<file path="config.mk">
export PLATFORM = sky130hd
export DESIGN_NAME = ogn_div
export DESIGN_NICKNAME = d
export VERILOG_FILES = /design/src/sv/ogn_pkg.sv /design/src/sv/ogn_div.sv
export SDC_FILE = /design/constraint.sdc
export NUM_CORES = 2
export LEC_CHECK = 0
export ABC_AREA = 1
export ABC_CLOCK_PERIOD_IN_PS = 3000
export BUFFER_PORTS_ARGS = -buffer_cell sky130_fd_sc_hd__buf_4
export CAP_MARGIN = 40
export CORE_MARGIN = 4
export CORE_UTILIZATION = 55
export DETAILED_ROUTE_END_ITERATION = 6
export PLACE_DENSITY = 0.71
export SYNTH_ARGS = -nofsm -noshare
export SYNTH_HDL_FRONTEND = slang
export SYNTH_SLANG_ARGS = --single-unit
export TNS_END_PERCENT = 5
</file>
<file path="constraint.sdc">
create_clock -name clk -period 3 [get_ports clk]
set_clock_uncertainty 0.2 [all_clocks]
set_input_delay 0.3 -clock clk [delete_from_list [all_inputs] [get_ports clk]]
set_output_delay 0.3 -clock clk [all_outputs]
set_load 0.02 [all_outputs]
</file>
<file path="src/sv/ogn_pkg.sv">
package ogn_pkg;

  localparam int FRAC_BITS = 16;
  localparam int COORD_W   = 24;
  localparam int CNT_W     = 5;
  localparam int Q_W       = 17;
  localparam int PERS_W    = 17;
  localparam int OCT_W     = 4;
  localparam int IDX_W     = 2;
  localparam int VAL_W     = 16;

  localparam logic [26:0] HASH_MUL = 27'h45d9f3b;
  localparam int          DIAG_Q16 = 46359;
  localparam int          ONE_F    = 65536;

  localparam logic [IDX_W-1:0] REG_OCTAVE_COUNT = 2'd0;
  localparam logic [IDX_W-1:0] REG_PERSISTENCE  = 2'd1;

  typedef struct packed {
    logic             valid;
    logic [CNT_W-1:0] cnt;
  } ctl_t;

  // shift right by 16 with rounding half away from zero
  function automatic logic signed [47:0] rnd16(input logic signed [47:0] v);
    logic [47:0] m;
    logic [47:0] r;
    m = v[47] ? 48'(-v) : 48'(v);
    r = (m + 48'h8000) >> 16;
    return v[47] ? -$signed(r) : $signed(r);
  endfunction

  function automatic logic signed [43:0] mul22(input logic signed [21:0] a,
                                               input logic signed [21:0] b);
    logic signed [43:0] ea;
    logic signed [43:0] eb;
    ea = 44'(a);
    eb = 44'(b);
    return ea * eb;
  endfunction

endpackage

</file>
<file path="src/sv/ogn_div.sv">
module ogn_div import ogn_pkg::*; #(
  parameter int NUM_W = 45,
  parameter int DEN_W = 28
) (
  input  logic             clk,
  input  logic             rst,
  input  logic             en,
  input  logic             in_valid,
  input  logic [NUM_W-1:0] num,
  input  logic [DEN_W-1:0] den,
  output logic             quot_valid,
  output logic [Q_W-1:0]   quot
);

  logic             vl  [0:Q_W];
  logic [NUM_W-1:0] rem [0:Q_W];
  logic [DEN_W-1:0] dn  [0:Q_W];
  logic [Q_W-1:0]   qt  [0:Q_W];

  assign vl[0]  = in_valid;
  assign rem[0] = num;
  assign dn[0]  = den;
  assign qt[0]  = '0;

  // one quotient bit per stage, most significant first
  for (genvar s = 0; s < Q_W; s++) begin : g_stage
    localparam int B = Q_W - 1 - s;
    logic [NUM_W-1:0] sh;
    logic             ge;
    assign sh = NUM_W'(dn[s]) << B;
    assign ge = rem[s] >= sh;

    always_ff @(posedge clk) begin
      if (rst) begin
        vl[s+1] <= 1'b0;
      end else if (en) begin
        vl[s+1] <= vl[s];
      end
    end

    always_ff @(posedge clk) begin
      if (en) begin
        rem[s+1] <= ge ? rem[s] - sh : rem[s];
        dn[s+1] <= dn[s];
        qt[s+1] <= qt[s] | (Q_W'(ge) << B);
      end
    end
  end

  assign quot_valid = vl[Q_W];
  assign quot = qt[Q_W];

endmodule

</file>
======== Yosys cells after proc, flatten, opt, wreduce, memory -nomap -nowiden ========
Index checks and enable logic that the tools add are counted.
word-level totals
  register bits after elaboration ......... 1458
  bits in latches ......................... 0
  bits in writable memories ............... 0
  ROM bits ................................ 0
  output and inout port bits .............. 18
  memories ................................ 0
cells by class
  add/subtract/negate cells ............... 16
  multipliers ............................. 0
  divide/modulo/power cells ............... 0
  $lt $le $gt $ge ......................... 17
  eq/ne operators ......................... 0
  shift operators ......................... 0
  muxes and demuxes ....................... 16
  bitwise logic cells ..................... 16
  reduce and logical (&&, ||, !) cells .... 0
operators by type and width
  kind              number
  $mux 45           16
  $ge 45x28->1      1
  $ge 45x29->1      1
  $ge 45x30->1      1
  $ge 45x31->1      1
  $ge 45x32->1      1
  $ge 45x33->1      1
  $ge 45x34->1      1
  $ge 45x35->1      1
  $ge 45x36->1      1
  $ge 45x37->1      1
  $ge 45x38->1      1
  $ge 45x39->1      1
  $ge 45x40->1      1
  $ge 45x41->1      1
  $ge 45x42->1      1
  $ge 45x43->1      1
  $ge 45x44->1      1
  $sub 45x29->45    1
  $sub 45x30->45    1
  $sub 45x31->45    1
  $sub 45x32->45    1
  $sub 45x33->45    1
  $sub 45x34->45    1
  other kinds (26)  26

======== Logic depth before layout (Yosys ltp) ========
  depth after elaboration ................. 2
  depth in mapped cells ................... 17
  mapped depth without buffers ............ 16

======== Worst setup path before layout ========
OpenSTA, ideal clock, no wires.
  kind .................................... register to register
  from .................................... reg rem[91] (netlist bit)
  to ...................................... reg rem[78] (netlist bit), data pin
  data arrival time ....................... 2137 ps
  slack ................................... 408 ps
  stages on the path, launching flop included .. 17
  buffers on the path ..................... 2
  period minus slack after synthesis ...... 2592 ps
  cells stage by stage .................... edfxtp_1 > inv_1 > ha_1 > inv_1 > fa_1 > nand3_1 > nand3_2 > nand2_1 > nand3_2 > nand2_1 > nand2_1 > nand2_2 > nand3_4 > inv_2 > buf_6 > buf_6 > a21oi_2
on the way
  word-level cells in the longest chain between the ends .. 2
  elaborated cells between the ends (all ways) .. 3
  those cells by class .................... add/sub: 1; order compare: 1; mux: 1
RTL lines
  item                                            RTL line                      text
  from (decl)                                     ogn_div.sv:16                 logic [NUM_W-1:0] rem [0:Q_W];
  from (signal, indexed assignment)               ogn_div.sv:43                 rem[s+1] <= ge ? rem[s] - sh : rem[s];
  $sub 45x29->45 or $ge 45x29->1 (tied branches)  ogn_div.sv:43, ogn_div.sv:31
  $mux 45 (*)                                     ogn_div.sv:43
Mark *: on every way between the ends. The rest lies on a longest branch, timed or not.
A chain may end at the register's enable or synchronous reset.

======== Worst setup path after layout ========
  from .................................... reg dn[214] (netlist bit)
  to ...................................... reg rem[300] (netlist bit), data pin
on the way
  word-level cells in the longest chain between the ends .. 2
  elaborated cells between the ends (all ways) .. 3
  those cells by class .................... add/sub: 1; order compare: 1; mux: 1
RTL lines
  item                                            RTL line                      text
  from (decl)                                     ogn_div.sv:17                 logic [DEN_W-1:0] dn [0:Q_W];
  from (signal, indexed assignment)               ogn_div.sv:44                 dn[s+1] <= dn[s];
  $sub 45x34->45 or $ge 45x34->1 (tied branches)  ogn_div.sv:43, ogn_div.sv:31
  $mux 45 (*)                                     ogn_div.sv:43
Marks and branches as above.

==> impl_metrics.yaml <==
sta:
  period_share: 0.981
  finalHoldViolCount: 0
  setup_viol: 0
  slew-limit-headroom: 0.464
  post-route-min-period_ps: 2940
  rsz0062_at_grt: "yes"
  fmax_mhz: 340
  slew_viol_final: 0
  tightest_slew_ps: 804
  fin_ws_ps: 55.7
critical_path:
  critPathMaxFanout: 12
  crit_family: "simple AND/OR/NAND/NOR gates"
  crit_buf_inv: 3
  cp.required_ps: 3460
  critical_path_class: "flip-flop to flip-flop"
  start_kind: "flip-flop"
  cpMostUsedCell: "nand2_1"
  regToRegStartpoint: "dn[214]$_DFFE_PP_"
  cp_slowest_cell: "edfxtp_1"
  cpPeakStageDelay_ps: 490
  end_kind: "flip-flop"
  crit_arrival_ps: 3410
  path_cells: "inv_1 -> ha_1 -> nand2_1 -> nor2_1 -> nand2_1 -> nor2_1 -> nand3_1 -> nand2_1 -> inv_1 -> nand2_4 -> buf_4 -> nand3_1 -> nand2_1"
  cp-startpoint: "dn[214]$_DFFE_PP_"
place:
  gp_congestion: 1.04
  preCtsSetupSlack_ps: -241
  port_buffers: 94
  dp.final_hpwl_um: 259000
route:
  wire_per_inst_um: 21.2
  wl_um: 320000
  drc: 16
  ant_nets: 0
  vias: 82900
  vias_per_cell: 5.49
  drt-pass1-iter-count: 7
  drt_iter0_drc: 9117
grt:
  grt_pass1_wl_um: 474000
  antenna_found_initial: 5
  track_usage: 0.370
  grt_start_max_net_pins: 82
  grt_pass1_vias: 78400
  grt-ovfl-total: 0
cts:
  h-tree-depth: 4
  cts_tree: "built"
  clockBufferDepth: 3
  cts_made_buffers: 147
  clkSlewWorstSetupHoldPaths_ps: 60
  ctsRootBufferMaster: "clkbuf_16"
  cts.sinks: 1338
  clk-insertion-delay-late_ps: 820
power_and_ir_drop:
  powerDensity_nw_per_um2: 899
  total_power_w: 0.0927
  irDropWorstVdd_mv: 0.699
  leakage_nw: 51.0
floorplan:
  die_h_um: 413
  row_count: 148
  core_region_area_um2: 163000
  ios: 95
  initial_core_util: 0.554
  die_area_um2: 170000
  die_width_um: 413
yosys:
  ys_seq_elements: 1338
  synth_area_um2: 90100
  synth.distinct_cells: 49
  synth-seq-area-share: 0.444
  syn-num-nets: 12700
  yosysWarnings: 0
  ys_async_sr_fraction: 0
  syn_avg_cell_area_um2: 7.42
  ys.flop_type: "edfxtp_1"
  synth_cells: 12100
  synth_edf_count: 1321
job:
  maxCapViolCount: 0
cells_and_area:
  layout_commonest_cell: "nand2_1"
  areaGrowthSynthToFinish_pct: 14.3
  post-route-util: 0.633
  drive_above_1_share: 0.0735
  nNetsFinal: 13400
  layout_common_cells: "4691 x nand2_1, 2243 x inv_1, 1321 x edfxtp_1, 1030 x nor2_1, 679 x nand3_1"
  fillerInstances: 14200
status:
  violations: "design-rule violations"
  outcome: "finished with violations"
min_path:
  hold_path_class: "input pin to flip-flop"
  hp-start: "den[25]"
## path summary, 6_finish.rpt
path,end,slack (ps),depth (start not counted)
max reg2reg,rem[300]$_DFFE_PP_,60,13
min reg2reg,qt[128]$_DFFE_PP_,210,0
max,rem[300]$_DFFE_PP_,60,13
min,dn[473]$_DFFE_PP_,70,2
## where the power goes
part	switching, W	total, W	internal [W]	leakage, nW
registers	0.00414	0.0304	0.0262	12.9
clock network	0.00818	0.0190	0.0108	2.43
logic	0.0289	0.0433	0.0144	35.6
## routing by layer
layer | routed length (um) | global-route usage | up-vias
met2 | 143000 | 0.588 | 4117
li1 | - | - | 39600
met1 | 125000 | 0.468 | 38100
met3 | 26100 | 0.0615 | 1067
met5 | 23 | 0 | -
met4 | 25500 | 0.241 | 4
## cells in the mapped netlist (2+ instances only)
library cell	n	area share
o21a_1	8	0.00067
nand3_1	686	0.038
a21o_1	4	0.00033
inv_1	2243	0.093
nand2b_1	2	0.00014
nor4_1	16	0.0011
buf_6	26	0.0032
a21oi_2	26	0.0025
nand3b_1	65	0.0054
nor2_4	2	0.00025
nand2_4	5	0.00062
nand4_1	176	0.012
inv_2	27	0.0011
nor3_1	99	0.0055
fa_1	16	0.0036
o21ai_2	3	0.00029
xor2_1	214	0.021
inv_4	4	0.00028
and2_1	17	0.0012
clkbuf_1	6	0.00025
dfxtp_1	17	0.0038
o21ai_1	44	0.0024
nand3_2	7	0.00078
o21bai_1	40	0.0033
or2_2	5	0.00035
nor2_1	1049	0.044
nor3b_1	2	0.00017
a21oi_1	432	0.024
a21boi_0	4	0.00033
o211ai_1	5	0.00042
nor3_2	7	0.00078
and3_1	6	0.00042
xnor2_1	57	0.0055
nor2_2	29	0.0020
buf_2	39	0.0022
edfxtp_1	1321	0.44
o21ai_0	184	0.010
nand2_2	15	0.0010
nand2_1	4700	0.20
ha_1	476	0.066
nand3_4	2	0.00039
buf_4	50	0.0042
## kinds of logic after synthesis
family                     count (synthesis)  share of synthesized area
xor gates and xnor gates                 271                     0.0263
adders and majority gates                492                     0.0697
buffers and inverters                   2398                      0.105
and+or+nand+nor                         6892                      0.310
AOI/OAI and AO/OA                        752                     0.0448
DFF                                     1338                      0.444
## area by class of cell
class | count | area [um^2] | area share
clock buffer | 172 | 3820 | 0.0371
inverter | 2275 | 8560 | 0.0831
tap | 2175 | 2720 | 0.0264
antenna | 2 | 5.00 | 0.0000486
clock inverter | 97 | 1220 | 0.0119
multi-input combinational | 8407 | 40900 | 0.397
timing repair buffer | 647 | 5760 | 0.0559
sequential | 1338 | 40000 | 0.388
## what timing repair did
item                                    in CTS  in global routing
pin swaps                                    0                  2
buffers inserted                             0                 23
endpoints found under the hold margin      227                  0
endpoints found under the setup margin      63                381
hold buffers                               114                  0
gates resized for setup                      4                 73
## sequential cells by signal (all words and copies together), names as in the netlist
signal and count:
quot_valid 1, vl 16, qt 136, dn 448
quot 17, rem 720
## stage by stage
stage / cells / instance area (um^2) / TNS, ps / hold WS, ps
floorplan: 12100 / 90100 / 0 / 199
global route: 15100 / 103000 / -392 / 37.7
detailed placement: 14700 / 96400 / -7410 / 205
CTS: 15100 / 103000 / 0 / 1.08
finish: 15100 / 103000 / 0 / 69.2
global placement: 14700 / 96400 / -8750 / 200
Note: power is estimated with default switching activity, not from simulation.
